===== src/sv/ifv_pkg.sv =====
// Shared types, constants and a helper function of the IDX file header validator.
package ifv_pkg;

   // Width of the size arithmetic; the size limit is 2^SIZE_WIDTH - 1
   localparam int unsigned SIZE_WIDTH = 64;
   localparam logic [63:0] SIZE_LIMIT = {64{1'b1}} >> (64 - SIZE_WIDTH);

   // Fixed header part: two padding bytes, type code, dimension count
   localparam int unsigned HDR_BASE = 4;
   localparam int unsigned HDR_W    = 11;

   // Command queue between front and back
   localparam int unsigned CMD_DEPTH = 4;
   localparam int unsigned CMD_PTR_W = $clog2(CMD_DEPTH);
   localparam int unsigned CMD_CNT_W = $clog2(CMD_DEPTH + 1);

   // Status codes
   localparam logic [2:0] STATUS_OK            = 3'd0;
   localparam logic [2:0] STATUS_TRUNCATED     = 3'd1;
   localparam logic [2:0] STATUS_BAD_PADDING   = 3'd2;
   localparam logic [2:0] STATUS_UNKNOWN_TYPE  = 3'd3;
   localparam logic [2:0] STATUS_OVERFLOW      = 3'd4;
   localparam logic [2:0] STATUS_OVERALLOCATED = 3'd5;

   // Element type codes
   localparam logic [7:0] TYPE_U8  = 8'h08;
   localparam logic [7:0] TYPE_S8  = 8'h09;
   localparam logic [7:0] TYPE_S16 = 8'h0B;
   localparam logic [7:0] TYPE_S32 = 8'h0C;
   localparam logic [7:0] TYPE_F32 = 8'h0D;
   localparam logic [7:0] TYPE_F64 = 8'h0E;

   typedef struct packed {
      logic [7:0] file_byte;
      logic       is_last;
   } req_type;

   typedef struct packed {
      logic [2:0]  status;
      logic [7:0]  type_code;
      logic [7:0]  dim_count;
      logic [63:0] expected_size;
   } rsp_type;

   // One command per byte that needs back-end work
   typedef struct packed {
      logic             do_width;     // load element size into data size
      logic             do_mul;       // multiply data size by a bound
      logic             do_fin;       // file ends with this byte
      logic             need_size;    // header checks passed, size checks decide
      logic [2:0]       early_status; // status from header checks
      logic [31:0]      operand;      // bound or element size
      logic [HDR_W-1:0] hdr;          // header length in bytes
      logic [63:0]      count;        // byte count after this byte
      logic [7:0]       type_code;
      logic [7:0]       dim_count;
   } cmd_type;

   // Element size for a type code, zero for an unknown code
   function automatic logic [3:0] elem_width(input logic [7:0] code);
      logic [3:0] w;
      case (code)
         TYPE_U8, TYPE_S8:   w = 4'd1;
         TYPE_S16:           w = 4'd2;
         TYPE_S32, TYPE_F32: w = 4'd4;
         TYPE_F64:           w = 4'd8;
         default:            w = 4'd0;
      endcase
      return w;
   endfunction

endpackage


===== src/sv/ifv_front.sv =====
// Front end: tracks byte position, parses the header and issues commands.
module ifv_front (
   input  logic             clock,
   input  logic             reset,
   input  logic             push,
   output logic             full,
   input  ifv_pkg::req_type req_data,
   output logic             cmd_push,
   output ifv_pkg::cmd_type cmd_data,
   input  logic             cmd_full
);
   import ifv_pkg::*;

   logic [63:0]      byte_count_ff, byte_count_in;
   logic             pad_ff, pad_in;
   logic [7:0]       type_ff, type_in;
   logic [7:0]       dim_ff, dim_in;
   logic [31:0]      shift_ff, shift_in;

   logic             accept;
   logic [63:0]      pos;
   logic [63:0]      count_nx;
   logic             pad_nx;
   logic [7:0]       type_nx;
   logic [7:0]       dim_nx;
   logic [HDR_W-1:0] hdr_cur;
   logic [HDR_W-1:0] hdr_nx;
   logic             in_bounds;
   logic             bound_done;
   logic [31:0]      shift_nx;
   logic [3:0]       width_nx;
   logic [2:0]       early;
   logic             need_size;

   assign full   = cmd_full;
   assign accept = push && !cmd_full;
   assign pos    = byte_count_ff;

   // Parse this byte against the current position
   always_comb begin
      hdr_cur    = HDR_W'(HDR_BASE) + {1'b0, dim_ff, 2'b00};
      pad_nx     = pad_ff | ((pos < 64'd2) && (req_data.file_byte != 8'd0));
      type_nx    = (pos == 64'd2) ? req_data.file_byte : type_ff;
      dim_nx     = (pos == 64'd3) ? req_data.file_byte : dim_ff;
      hdr_nx     = HDR_W'(HDR_BASE) + {1'b0, dim_nx, 2'b00};
      in_bounds  = (pos >= 64'(HDR_BASE)) && (pos < 64'(hdr_cur));
      bound_done = in_bounds && (pos[1:0] == 2'b11);
      shift_nx   = in_bounds ? {shift_ff[23:0], req_data.file_byte} : shift_ff;
      count_nx   = (&pos) ? pos : pos + 64'd1;
      width_nx   = elem_width(type_nx);
   end

   // Header checks in priority order
   always_comb begin
      need_size = 1'b0;
      if (count_nx < 64'(HDR_BASE)) begin
         early = STATUS_TRUNCATED;
      end else if (pad_nx) begin
         early = STATUS_BAD_PADDING;
      end else if (count_nx < 64'(hdr_nx)) begin
         early = STATUS_TRUNCATED;
      end else if (width_nx == 4'd0) begin
         early = STATUS_UNKNOWN_TYPE;
      end else begin
         early     = STATUS_OK;
         need_size = 1'b1;
      end
   end

   // Build the command for the back end
   always_comb begin
      cmd_data.do_width     = (pos == 64'd2);
      cmd_data.do_mul       = bound_done;
      cmd_data.do_fin       = req_data.is_last;
      cmd_data.need_size    = need_size;
      cmd_data.early_status = early;
      if (pos == 64'd2) begin
         cmd_data.operand = (width_nx == 4'd0) ? 32'd1 : 32'(width_nx);
      end else begin
         cmd_data.operand = shift_nx;
      end
      cmd_data.hdr       = hdr_nx;
      cmd_data.count     = count_nx;
      cmd_data.type_code = type_nx;
      cmd_data.dim_count = dim_nx;
      cmd_push = accept && ((pos == 64'd2) || bound_done || req_data.is_last);
   end

   // Advance the parse state, clear it at the end of a file
   always_comb begin
      byte_count_in = byte_count_ff;
      pad_in        = pad_ff;
      type_in       = type_ff;
      dim_in        = dim_ff;
      shift_in      = shift_ff;
      if (accept) begin
         if (req_data.is_last) begin
            byte_count_in = 64'd0;
            pad_in        = 1'b0;
            type_in       = 8'd0;
            dim_in        = 8'd0;
            shift_in      = 32'd0;
         end else begin
            byte_count_in = count_nx;
            pad_in        = pad_nx;
            type_in       = type_nx;
            dim_in        = dim_nx;
            shift_in      = shift_nx;
         end
      end
   end

   always_ff @(posedge clock) begin
      if (reset) begin
         byte_count_ff <= 64'd0;
         pad_ff        <= 1'b0;
         type_ff       <= 8'd0;
         dim_ff        <= 8'd0;
         shift_ff      <= 32'd0;
      end else begin
         byte_count_ff <= byte_count_in;
         pad_ff        <= pad_in;
         type_ff       <= type_in;
         dim_ff        <= dim_in;
         shift_ff      <= shift_in;
      end
   end

endmodule


===== config.mk =====
export PLATFORM = sky130hd
export DESIGN_NAME = ifv_front
export DESIGN_NICKNAME = d
export VERILOG_FILES = /design/src/sv/ifv_pkg.sv /design/src/sv/ifv_front.sv
export SDC_FILE = /design/constraint.sdc
export NUM_CORES = 1
export LEC_CHECK = 0
export ABC_AREA = 1
export BUFFER_PORTS_ARGS = -buffer_cell sky130_fd_sc_hd__buf_2
export CAP_MARGIN = 5
export CORE_ASPECT_RATIO = 0.9
export CORE_MARGIN = 2
export CORE_UTILIZATION = 50
export CTS_CLUSTER_SIZE = 8
export DETAILED_ROUTE_END_ITERATION = 10
export HOLD_SLACK_MARGIN = 0.12
export PLACE_DENSITY = 0.82
export SETUP_SLACK_MARGIN = 0.3
export SKIP_CTS_REPAIR_TIMING = 1
export SLEW_MARGIN = 5
export SYNTH_ARGS = -nofsm -noshare
export SYNTH_HDL_FRONTEND = slang
export SYNTH_SLANG_ARGS = --single-unit
export TNS_END_PERCENT = 1

===== constraint.sdc =====
create_clock -name clock -period 6.3 [get_ports clock]
set_input_delay 0.315 -clock clock [delete_from_list [all_inputs] [get_ports clock]]
set_output_delay 0.315 -clock clock [all_outputs]
set_load 0.03 [all_outputs]

==> results.json <==
{
  "status": "finished, final reports clean",
  "numCtsBuffers": 17,
  "maxCapViolCount": 0,
  "worst_path_max_delay_cell": "dfxtp_1",
  "first_iter_violations": 884,
  "required_ns": 5.98,
  "hold_viol_final": 0,
  "clk-insertion-delay-late_ns": 0.44,
  "diodes": 0,
  "grtUsageMet1_pct": 41.7,
  "wl_per_cell_um": 15.5,
  "grt_usage_pct": 31.3,
  "critPathKind": "register to output port",
  "grt.met3_usage_pct": 6.61,
  "place.gp.congestion": 1.02,
  "synth_cells": 1529,
  "use_met2_pct": 49.0,
  "fin_crit_ns": 5.06,
  "rsz0062_at_grt": "false",
  "dp_slack_ns": 1.81,
  "finClkSkew_ns": 0.0124,
  "rows": 46,
  "grt_max_degree": 83,
  "dieHeight_um": 130,
  "design.die.area_um2": 18700,
  "critPathMostFrequentCell": "nand2_1",
  "min-delay-start": "req_data[0]",
  "crit_path_start_kind": "register",
  "viasPerCell": 5.44,
  "slew_viol_final": 0,
  "drt-total-wl_mm": 29.2,
  "cp_top_family": "simple AND/OR/NAND/NOR gates",
  "ir_worst_vdd_mv": 0.176,
  "synth_edf_count": 0,
  "netlist-cell-type-count": 43,
  "layout_common_cells": "524 x nand2_1, 264 x nor2_1, 140 x buf_2",
  "min_path_type": "primary input to register",
  "final.period_utilization_pct": 80.4,
  "worst_pin_slew_ns": 1.07,
  "clock-root-buffer": "clkbuf_16",
  "fmax_mhz": 197,
  "ios": 145,
  "ys_seq_area_share_pct": 25.7,
  "crit_fanout": 10,
  "tritoncts": "done",
  "r2r_slack_ns": 3.06,
  "total_power_mw": 1.80,
  "die_w_um": 144,
  "ys_warn_count": 0,
  "clock_path_buffers": 2,
  "final_cell_area_um2": 10200,
  "pwr_density_cell_nw_per_um2": 177,
  "core_um2": 17400,
  "busiest_layer": "met2",
  "grt_overflow": 0,
  "h-tree-depth": 4,
  "initial_core_util_pct": 50.5,
  "syn_to_final_growth_pct": 15.3,
  "drt_first_pass_iters": 5,
  "avgSynthCellArea_um2": 5.76,
  "fin_ws_ns": 1.24,
  "antenna_found_initial": 0,
  "dp_hpwl_mm": 21.8,
  "synth_ff_type": "dfxtp_1",
  "end_kind": "output port",
  "port_buffers": 141,
  "drive_gt1_share_pct": 16.6,
  "grt_pass1_wl_mm": 45.8,
  "setup_violations": 0,
  "drc": 0,
  "critPathMaxStageDelay_ns": 0.53,
  "nets": 1665,
  "ys_seq_elements": 113,
  "ant_nets": 0,
  "power_leakage_nw": 4.64,
  "path_clk_slew_ns": 0.07,
  "reg2reg_from": "dim_ff[2]",
  "cp.buffers_inverters": 3,
  "place_area_um2": 9550,
  "startpoint": "byte_count_ff[0]",
  "via_count": 10300,
  "async_flop_share_pct": 0,
  "clock_sinks": 113,
  "layout_commonest_cell": "nand2_1",
  "first_global_vias": 9006,
  "cp_data_arrival_time_ns": 4.75,
  "synth_area_um2": 8810,
  "fin_tns_setup_ns": 0,
  "timing.slew.headroom_pct": 28.3
}
[cells in the mapped netlist (14+ instances only)]
master	count	area share (%)
nor2_1	266	11
a21oi_1	91	5.2
nand4_1	22	1.6
o21ai_0	38	2.2
nand3_1	51	2.9
inv_1	140	6.0
nor2_4	14	1.8
o22ai_1	32	2.3
xor2_1	19	1.9
o21bai_1	17	1.4
nand2_1	524	22
ha_1	20	2.8
nor2_2	16	1.1
nand2_2	37	2.6
clkbuf_1	46	2.0
dfxtp_1	113	26
[stage by stage]
step           hold slack, ns  utilization, %  instances
6_report                0.211            58.3       1885
2_1_floorplan           0.445               -       1531
3_5_place_dp            0.457            54.8       1853
4_1_cts                 0.201            58.3       1885
3_3_place_gp            0.452            54.8       1853
5_1_grt                 0.221            58.3       1885
[final timing paths]
path / end / cells past startpoint
worst min register to register: type_ff[5] / 2
worst min-delay path: type_ff[5] / 4
worst max-delay path: cmd_data[123] / 26
worst max register to register: shift_ff[2] / 14
[cells by family (layout without fill, tap and decap cells)]
logic type / count (synthesis) / in the layout / synth area share (%)
simple gates: 956 / 956 / 45.9
buf+inv: 214 / 328 / 10.1
compound gates: 196 / 196 / 12.5
flops: 113 / 113 / 25.7
xor+xnor: 27 / 27 / 2.68
fa+ha+maj: 20 / 20 / 2.84
mux: 2 / 2 / 0.227
other cells: 1 / 3 / 0.0426
[metal layers]
metal / part of all wire (%) / vias up
met5: 0 / -
met4: 3.9 / 0
met3: 9.1 / 80
met2: 44 / 506
met1: 43 / 4644
li1: - / 5023
[layout make-up]
class / count / area (um2)
Clock buffer: 17 / 425
Tap cell: 240 / 300
Sequential cell: 113 / 2260
Fill cell: 1779 / 7280
Clock inverter: 15 / 185
Inverter: 149 / 562
Multi-Input combinational cell: 1204 / 5670
Timing Repair Buffer: 147 / 753
[worst min-delay path, cell delays in order]
cell and delay (ns):
buf_2 0.12, nor2_4 0.06, nand2_1 0.06, a21oi_1 0.05
[state kept, by name (all words and copies together), names as in the netlist]
register	flops
byte_count_ff	64
shift_ff	32
dim_ff	8
type_ff	8
pad_ff	1
[power breakdown]
group	leakage [nW]	total [mW]	switching [mW]	internal, mW
combinational	3.43	0.0624	0.0520	0.0104
clock	0.300	1.02	0.415	0.603
sequential	0.910	0.716	0.00115	0.715
Power figures use the tool's default switching activity.
