--- src/sv/ifv_pkg.sv ---
// Shared types, constants and a helper function of the IDX file header validator.
package ifv_pkg;

   // Width of the size arithmetic; the size limit is 2^SIZE_WIDTH - 1
   localparam int unsigned SIZE_WIDTH = 64;
   localparam logic [63:0] SIZE_LIMIT = {64{1'b1}} >> (64 - SIZE_WIDTH);

   // Fixed header part: two padding bytes, type code, dimension count
   localparam int unsigned HDR_BASE = 4;
   localparam int unsigned HDR_W    = 11;

   // Command queue between front and back
   localparam int unsigned CMD_DEPTH = 4;
   localparam int unsigned CMD_PTR_W = $clog2(CMD_DEPTH);
   localparam int unsigned CMD_CNT_W = $clog2(CMD_DEPTH + 1);

   // Status codes
   localparam logic [2:0] STATUS_OK            = 3'd0;
   localparam logic [2:0] STATUS_TRUNCATED     = 3'd1;
   localparam logic [2:0] STATUS_BAD_PADDING   = 3'd2;
   localparam logic [2:0] STATUS_UNKNOWN_TYPE  = 3'd3;
   localparam logic [2:0] STATUS_OVERFLOW      = 3'd4;
   localparam logic [2:0] STATUS_OVERALLOCATED = 3'd5;

   // Element type codes
   localparam logic [7:0] TYPE_U8  = 8'h08;
   localparam logic [7:0] TYPE_S8  = 8'h09;
   localparam logic [7:0] TYPE_S16 = 8'h0B;
   localparam logic [7:0] TYPE_S32 = 8'h0C;
   localparam logic [7:0] TYPE_F32 = 8'h0D;
   localparam logic [7:0] TYPE_F64 = 8'h0E;

   typedef struct packed {
      logic [7:0] file_byte;
      logic       is_last;
   } req_type;

   typedef struct packed {
      logic [2:0]  status;
      logic [7:0]  type_code;
      logic [7:0]  dim_count;
      logic [63:0] expected_size;
   } rsp_type;

   // One command per byte that needs back-end work
   typedef struct packed {
      logic             do_width;     // load element size into data size
      logic             do_mul;       // multiply data size by a bound
      logic             do_fin;       // file ends with this byte
      logic             need_size;    // header checks passed, size checks decide
      logic [2:0]       early_status; // status from header checks
      logic [31:0]      operand;      // bound or element size
      logic [HDR_W-1:0] hdr;          // header length in bytes
      logic [63:0]      count;        // byte count after this byte
      logic [7:0]       type_code;
      logic [7:0]       dim_count;
   } cmd_type;

   // Element size for a type code, zero for an unknown code
   function automatic logic [3:0] elem_width(input logic [7:0] code);
      logic [3:0] w;
      case (code)
         TYPE_U8, TYPE_S8:   w = 4'd1;
         TYPE_S16:           w = 4'd2;
         TYPE_S32, TYPE_F32: w = 4'd4;
         TYPE_F64:           w = 4'd8;
         default:            w = 4'd0;
      endcase
      return w;
   endfunction

endpackage

--- src/sv/ifv_cmd_fifo.sv ---
// Small command queue that decouples the front end from the back end.
module ifv_cmd_fifo (
   input  logic             clock,
   input  logic             reset,
   input  logic             push,
   input  ifv_pkg::cmd_type push_data,
   output logic             full,
   input  logic             pop,
   output ifv_pkg::cmd_type head,
   output logic             empty
);
   import ifv_pkg::*;

   cmd_type                entry_ff [CMD_DEPTH];
   logic [CMD_PTR_W-1:0]   wr_ptr_ff, wr_ptr_in;
   logic [CMD_PTR_W-1:0]   rd_ptr_ff, rd_ptr_in;
   logic [CMD_CNT_W-1:0]   count_ff, count_in;
   logic                   do_push;
   logic                   do_pop;

   assign full    = (count_ff == CMD_CNT_W'(CMD_DEPTH));
   assign empty   = (count_ff == '0);
   assign head    = entry_ff[rd_ptr_ff];
   assign do_push = push && !full;
   assign do_pop  = pop && !empty;

   // Advance pointers and occupancy
   always_comb begin
      wr_ptr_in = do_push ? wr_ptr_ff + 1'b1 : wr_ptr_ff;
      rd_ptr_in = do_pop ? rd_ptr_ff + 1'b1 : rd_ptr_ff;
      count_in  = count_ff;
      if (do_push && !do_pop) begin
         count_in = count_ff + 1'b1;
      end else if (do_pop && !do_push) begin
         count_in = count_ff - 1'b1;
      end
   end

   always_ff @(posedge clock) begin
      if (reset) begin
         wr_ptr_ff <= '0;
         rd_ptr_ff <= '0;
         count_ff  <= '0;
      end else begin
         wr_ptr_ff <= wr_ptr_in;
         rd_ptr_ff <= rd_ptr_in;
         count_ff  <= count_in;
      end
   end

   // Store the command payload
   always_ff @(posedge clock) begin
      if (do_push) begin
         entry_ff[wr_ptr_ff] <= push_data;
      end
   end

endmodule

--- config.mk ---
export PLATFORM = sky130hd
export DESIGN_NAME = ifv_cmd_fifo
export DESIGN_NICKNAME = d
export VERILOG_FILES = /design/src/sv/ifv_pkg.sv /design/src/sv/ifv_cmd_fifo.sv
export SDC_FILE = /design/constraint.sdc
export NUM_CORES = 1
export LEC_CHECK = 0
export BUFFER_PORTS_ARGS = -buffer_cell sky130_fd_sc_hd__buf_2
export CORE_MARGIN = 8
export CORE_UTILIZATION = 34
export DETAILED_ROUTE_END_ITERATION = 10
export HOLD_SLACK_MARGIN = 0.03
export REMOVE_ABC_BUFFERS = 1
export SLEW_MARGIN = 15
export SYNTH_ARGS = -nofsm -noshare
export SYNTH_HDL_FRONTEND = slang
export SYNTH_SLANG_ARGS = --single-unit
--- constraint.sdc ---
create_clock -name clock -period 5.1 [get_ports clock]
set_input_delay 0 -clock clock [delete_from_list [all_inputs] [get_ports clock]]
set_output_delay 0 -clock clock [all_outputs]
set_load 0.01 [all_outputs]
==> results.txt, run 1 <==
CP arrival: 2.99 ns
FMAX: 360.3 MHz
Die Footprint: 64,710 um2
Synth Register Bits: 529
cts hold-fix bufs: 134
power density cells: 478.5 nW/um2
vias per inst: 4.646
power consumption: 11.72 mW
most common cell after layout, fill and taps aside: edfxtp_1
Seq/Total Area, Yosys: 81.76%
Synth Instances: 727
Worst Hold End: entry_ff[2][98]
Hold Path Depth: 2
io pins: 266
clock sink count: 529
R2R Path End: entry_ff[0][27]
HP Start: push_data[98]
synthesized area per cell: 26.57 um2
Post-DRT Antenna Nets: 0
final WL: 40,710 um
DR pass1 iterations: 4
final core occ: 43.53%
1st-iter DRT viols: 545
Setup Buffers After CTS: 0
outcome: finished, final reports clean
first-pass GRT wire length: 60,150 um
Row Count: 87
Reg clk slew, reported paths: 0.06 ns
post-cts sizing count: 0
H-tree Lvls: 2
Max IR drop VDD: 0.2815 mV
commonest cells after routing, fill and taps aside: edfxtp_1, buf_2, dlygate4sd3_1
fin nets: 1,306
Die Y: 254.4 um
min-delay worst type: in2reg
Setup Skew: 0.01515 ns
Syn-to-layout area delta: 26.80%
CP Launch Type: flop
largest net degree at the start of global routing: 73
area post-placement: 21,460 um2
placeable core area: 56,280 um2
post-synth cell types: 24
Tot GR Track Use: 12.23%
P_leak: 8.165 nW
worst r2r src: count_ff[0]
critical path class: reg2reg
final hold viol count: 0
Post-Syn Area: 19,320 um2
Final period util: 54.42%
CTS tree: built
CP max FO: 55
grt total ovfl: 0
die extent in x: 254.4 um
Critical-path top delay cell: and2_4
CTS Root Buffer Type: clkbuf_16
RSZ-0062 raised after global routing: no
Tmin final: 2.776 ns
total CTS buffers: 54
Clk Latency, worst-skew pair: 0.58 ns
Crit. End Element: flop
r2r worst-path depth: 4
vias in the first global route: 10.04k
vias: 9,124
Finished Cell Area: 24,500 um2
mean routed wirelength per cell: 20.73 um
Max-slew headroom: 41.15%
# port buffers: 265
detailed placer's ending HPWL: 24,200 um
hold slack: 0.1625 ns
layout cell share with drive strength beyond 1: 40.33%
Setup TNS: 0 ns
CP cell instances: nor3b_1, nor2_1, and2_4, buf_4
worst reg-to-reg setup slack: 2.32 ns
total of max-cap violations: 0
Post-route DRC: 0
Tightest Pin Transition: 0.8827 ns
Longest Clk Path Bufs: 3
initial antenna violation count: 5
final setup vio count: 0
Yosys Warn Count: 0
GP Congestion: 0.7246
Worst path max stage delay: 0.78 ns
WP data required: 5.31 ns
initial core utilization: 34.33%
fin. max-slew vios: 0
area by class of cell:
class	count	area, um2
diodes	3	7.507
clock buffers	72	1480
clock inverters	23	181.4
fillers	4842	31780
inverters	4	15.01
multi-input cells	164	3197
flip-flops and latches	529	15800
well taps	756	945.9
repair buffers	413	2868
power by group:
group | internal, mW | switching [mW]
clock | 2.13 | 1.56
sequential | 5.23 | 0.149
combinational | 1.29 | 1.37
total | 8.64 | 3.08
worst max path at each step:
stage	start	to	slack, ns	cells after the start
6_report	count_ff[0]	entry_ff[0][27]	2.32	4
5_1_grt	count_ff[0]	entry_ff[0][27]	2.10	4
4_1_cts	flop	head[103]	2.00	3
3_5_place_dp	count_ff[0]	entry_ff[0][129]	2.29	4
3_3_place_gp	count_ff[0]	entry_ff[0][23]	2.33	4
2_1_floorplan	flop	head[0]	-0.97	1
stage by stage:
step	instances	setup slack, ns
floorplan	697	-0.9671
global placement	1731	2.332
detailed placement	1731	2.295
CTS	1960	1.995
global route	1961	2.098
finish	1964	2.324
registers in the layout, indices dropped and copies added (netlist names), named ones only:
signal / cells
entry_ff: 520
wr_ptr_ff: 2
rd_ptr_ff: 2
count_ff: 3
cells in the mapped netlist, drive strengths merged:
library cell | instances | area, um2
edfxtp | 520 | 15610
mux4 | 130 | 2928
buf | 28 | 315.3
dfxtp | 9 | 180.2
nor2 | 6 | 22.52
ha | 5 | 62.56
and2 | 4 | 25.02
inv | 4 | 15.01
xor2 | 4 | 35.03
a21oi | 2 | 10.01
clkbuf | 2 | 7.510
mux2i | 2 | 20.02
nand2b | 2 | 12.51
o21ai | 2 | 10.01
or3 | 2 | 12.51
fa | 1 | 20.02
nor3 | 1 | 5.000
nor3b | 1 | 7.510
o311ai | 1 | 8.760
o31ai | 1 | 7.510
cells by family after synthesis:
group | after synthesis | synth area share [%]
flops | 529 | 81.76
simple gates | 16 | 0.4403
fa+ha+maj | 6 | 0.4274
compound gates | 6 | 0.1878
xor+xnor | 4 | 0.1813
mux | 132 | 15.26
buf+inv | 34 | 1.749
critical path, delay by kind of cell (launching register included):
kind,cells,cell delay [ns]
and+or+nand+nor,3,1.28
buffers and inverters,1,0.56
DFF,1,0.45
routing by layer:
layer	track usage [%]	up-vias	share of wire, %
met4	3.269	4	2.0
met2	19.71	263	48
met3	3.474	62	6.9
met1	16.24	4766	43
met5	0	-	0.054
li1	-	4029	-
Note: power is estimated with default switching activity, not from simulation.
==> run 2, diff against run 1 <==
clock period = 2.6 ns   (was 5.1 ns; I/O delays follow)
==> run 2 against run 1 <==
Effect of this change: clock skew fell by 0.0030 ns; maximum frequency is 17% higher; critical endpoint is now count_ff[2]; total power grew 100%; worst hold slack worse by 0.0042 ns; final area increased by 2.2%; critical path depth grew 4; clock-buffer cell count fell by 5; largest cell class unchanged.
==> results.txt, run 2 (synthesis gave the netlist of run 1 again) <==
Longest Clk Path Bufs: 3
Syn-to-layout area delta: 29.58%
1st-iter DRT viols: 470
Clk Latency, worst-skew pair: 0.58 ns
CTS Root Buffer Type: clkbuf_16
P_leak: 8.416 nW
largest net degree at the start of global routing: 48
Reg clk slew, reported paths: 0.06 ns
CP max FO: 6
HP Start: push_data[68]
io pins: 266
initial core utilization: 34.33%
Worst path max stage delay: 0.46 ns
first-pass GRT wire length: 62,170 um
final setup margin: 0.2243 ns
Setup Skew: 0.01211 ns
initial antenna violation count: 6
FILL cells: 4,749
final setup vio count: 0
Reg with most FFs: entry_ff
fin. max-slew vios: 0
total CTS buffers: 57
Critical-path top delay cell: dfxtp_1
CP Launch Type: flop
Max IR drop VDD: 0.6120 mV
hold slack: 0.1583 ns
placeable core area: 56,280 um2
Tmin final: 2.376 ns
Largest register FFs: 520
clock sink count: 529
Max-slew headroom: 65.34%
power density cells: 959.6 nW/um2
total of max-cap violations: 0
GP Congestion: 0.7066
die extent in x: 254.4 um
FMAX: 420.9 MHz
final core occ: 44.49%
layout cell share with drive strength beyond 1: 41.87%
fin nets: 1,325
critical path class: reg2reg
grt total ovfl: 0
area post-placement: 21,790 um2
DR pass1 iterations: 4
Post-route DRC: 0
Int Pwr: 17.79 mW
RSZ-0062 raised after global routing: no
Row Count: 87
detailed placer's ending HPWL: 25,830 um
Tightest Pin Transition: 0.5199 ns
WP buf/inv: 1
CTS tree: built
vias: 9,219
min-delay worst type: in2reg
WP data required: 3.11 ns
H-tree Lvls: 2
Clock Power Share: 33.8%
commonest cells after routing, fill and taps aside: edfxtp_1, buf_2, dlygate4sd3_1
Finished Cell Area: 25,040 um2
sequential power share: 43.8%
vias per inst: 4.626
Die Footprint: 64,710 um2
vias in the first global route: 10.30k
mean routed wirelength per cell: 20.72 um
power share of the combinational group: 22.4%
Worst Setup SP: count_ff[0]
final hold viol count: 0
worst r2r src: count_ff[0]
power consumption: 24.02 mW
CP cell instances: nor3b_1, nor2_1, ha_1, inv_1, fa_1, xor2_1, or3_1, a21oi_1
Final period util: 91.37%
Tot GR Track Use: 12.62%
Die Y: 254.4 um
Crit. End Element: flop
largest registers: entry_ff (520), count_ff (3)
Sw Pwr: 6.230 mW
outcome: finished, final reports clean
CP arrival: 2.88 ns
Post-DRT Antenna Nets: 0
Sw Ratio: 25.93%
CP delay by family, top: simple AND/OR/NAND/NOR gates
final WL: 41,290 um
most common cell after layout, fill and taps aside: edfxtp_1
# port buffers: 265
pre-CTS setup slack: 0.2346 ns
-- run 2: changes by cell type in the layout (fill, tap and decap cells not counted), sizes merged --
| cell | change |
|---|---|
| inv | +3 |
| clkinvlp | -1 |
| bufinv | +7 |
| clkinv | +5 |
| diode | +4 |
| clkbuf | -5 |
| buf | +16 |
-- run 2: final cells by class --
class                      instances  area (um2)  area share (%)
sequential                       529       15800           63.12
multi-input combinational        164        3197           12.77
timing repair buffer             429        3168           12.65
clock buffer                      67        1464           5.847
tap                              756       945.9           3.778
clock inverter                    37       425.4           1.699
antenna                            7       17.52         0.06997
inverter                           4       15.01         0.05997
-- run 2: final timing paths --
kind / slack (ns) / end / cells past startpoint
worst max-delay path: 0.22 / count_ff[2] / 8
worst min-delay path: 0.16 / entry_ff[3][68] / 2
worst min register to register: 0.51 / wr_ptr_ff[1] / 2
worst max register to register: 0.22 / count_ff[2] / 8
-- run 2: timing repair --
action                    in CTS  in global routing
hold endpoints to repair     529                  0
hold buffers                 134                  0
gates resized for setup        0                  0
buffers inserted               0                  0
-- run 2: metal layers --
metal | GRT usage, % | share of wire (%) | wire length [um]
met1 | 16.14 | 42 | 17270
met2 | 20.60 | 48 | 19890
met5 | 0 | 0 | 0
met3 | 3.923 | 7.8 | 3223
met4 | 3.775 | 2.2 | 904
-- run 2: per-stage QoR --
stage,std cells,setup TNS [ns]
floorplan,697,-1361.10
global placement,1748,0
detailed placement,1748,0
CTS,1986,0
global route,1987,0
finish,1993,0
-- run 2: power groups by stage --
stage / Clock [mW] / Sequential, mW / Combinational (mW)
global placement: 0 / 10.7 / 5.40
CTS: 8.36 / 10.5 / 5.60
detailed placement: 0 / 10.7 / 5.41
floorplan: 0 / 11.0 / 2.35
global route: 8.64 / 10.6 / 5.85
finish: 8.12 / 10.5 / 5.39
-- run 2: worst register-to-register path, cell delays in order (launching register included) --
cell     delay (ns)
dfxtp_1        0.46
nor3b_1        0.13
nor2_1         0.36
ha_1           0.26
inv_1          0.06
fa_1           0.38
xor2_1         0.19
or3_1          0.30
a21oi_1        0.16
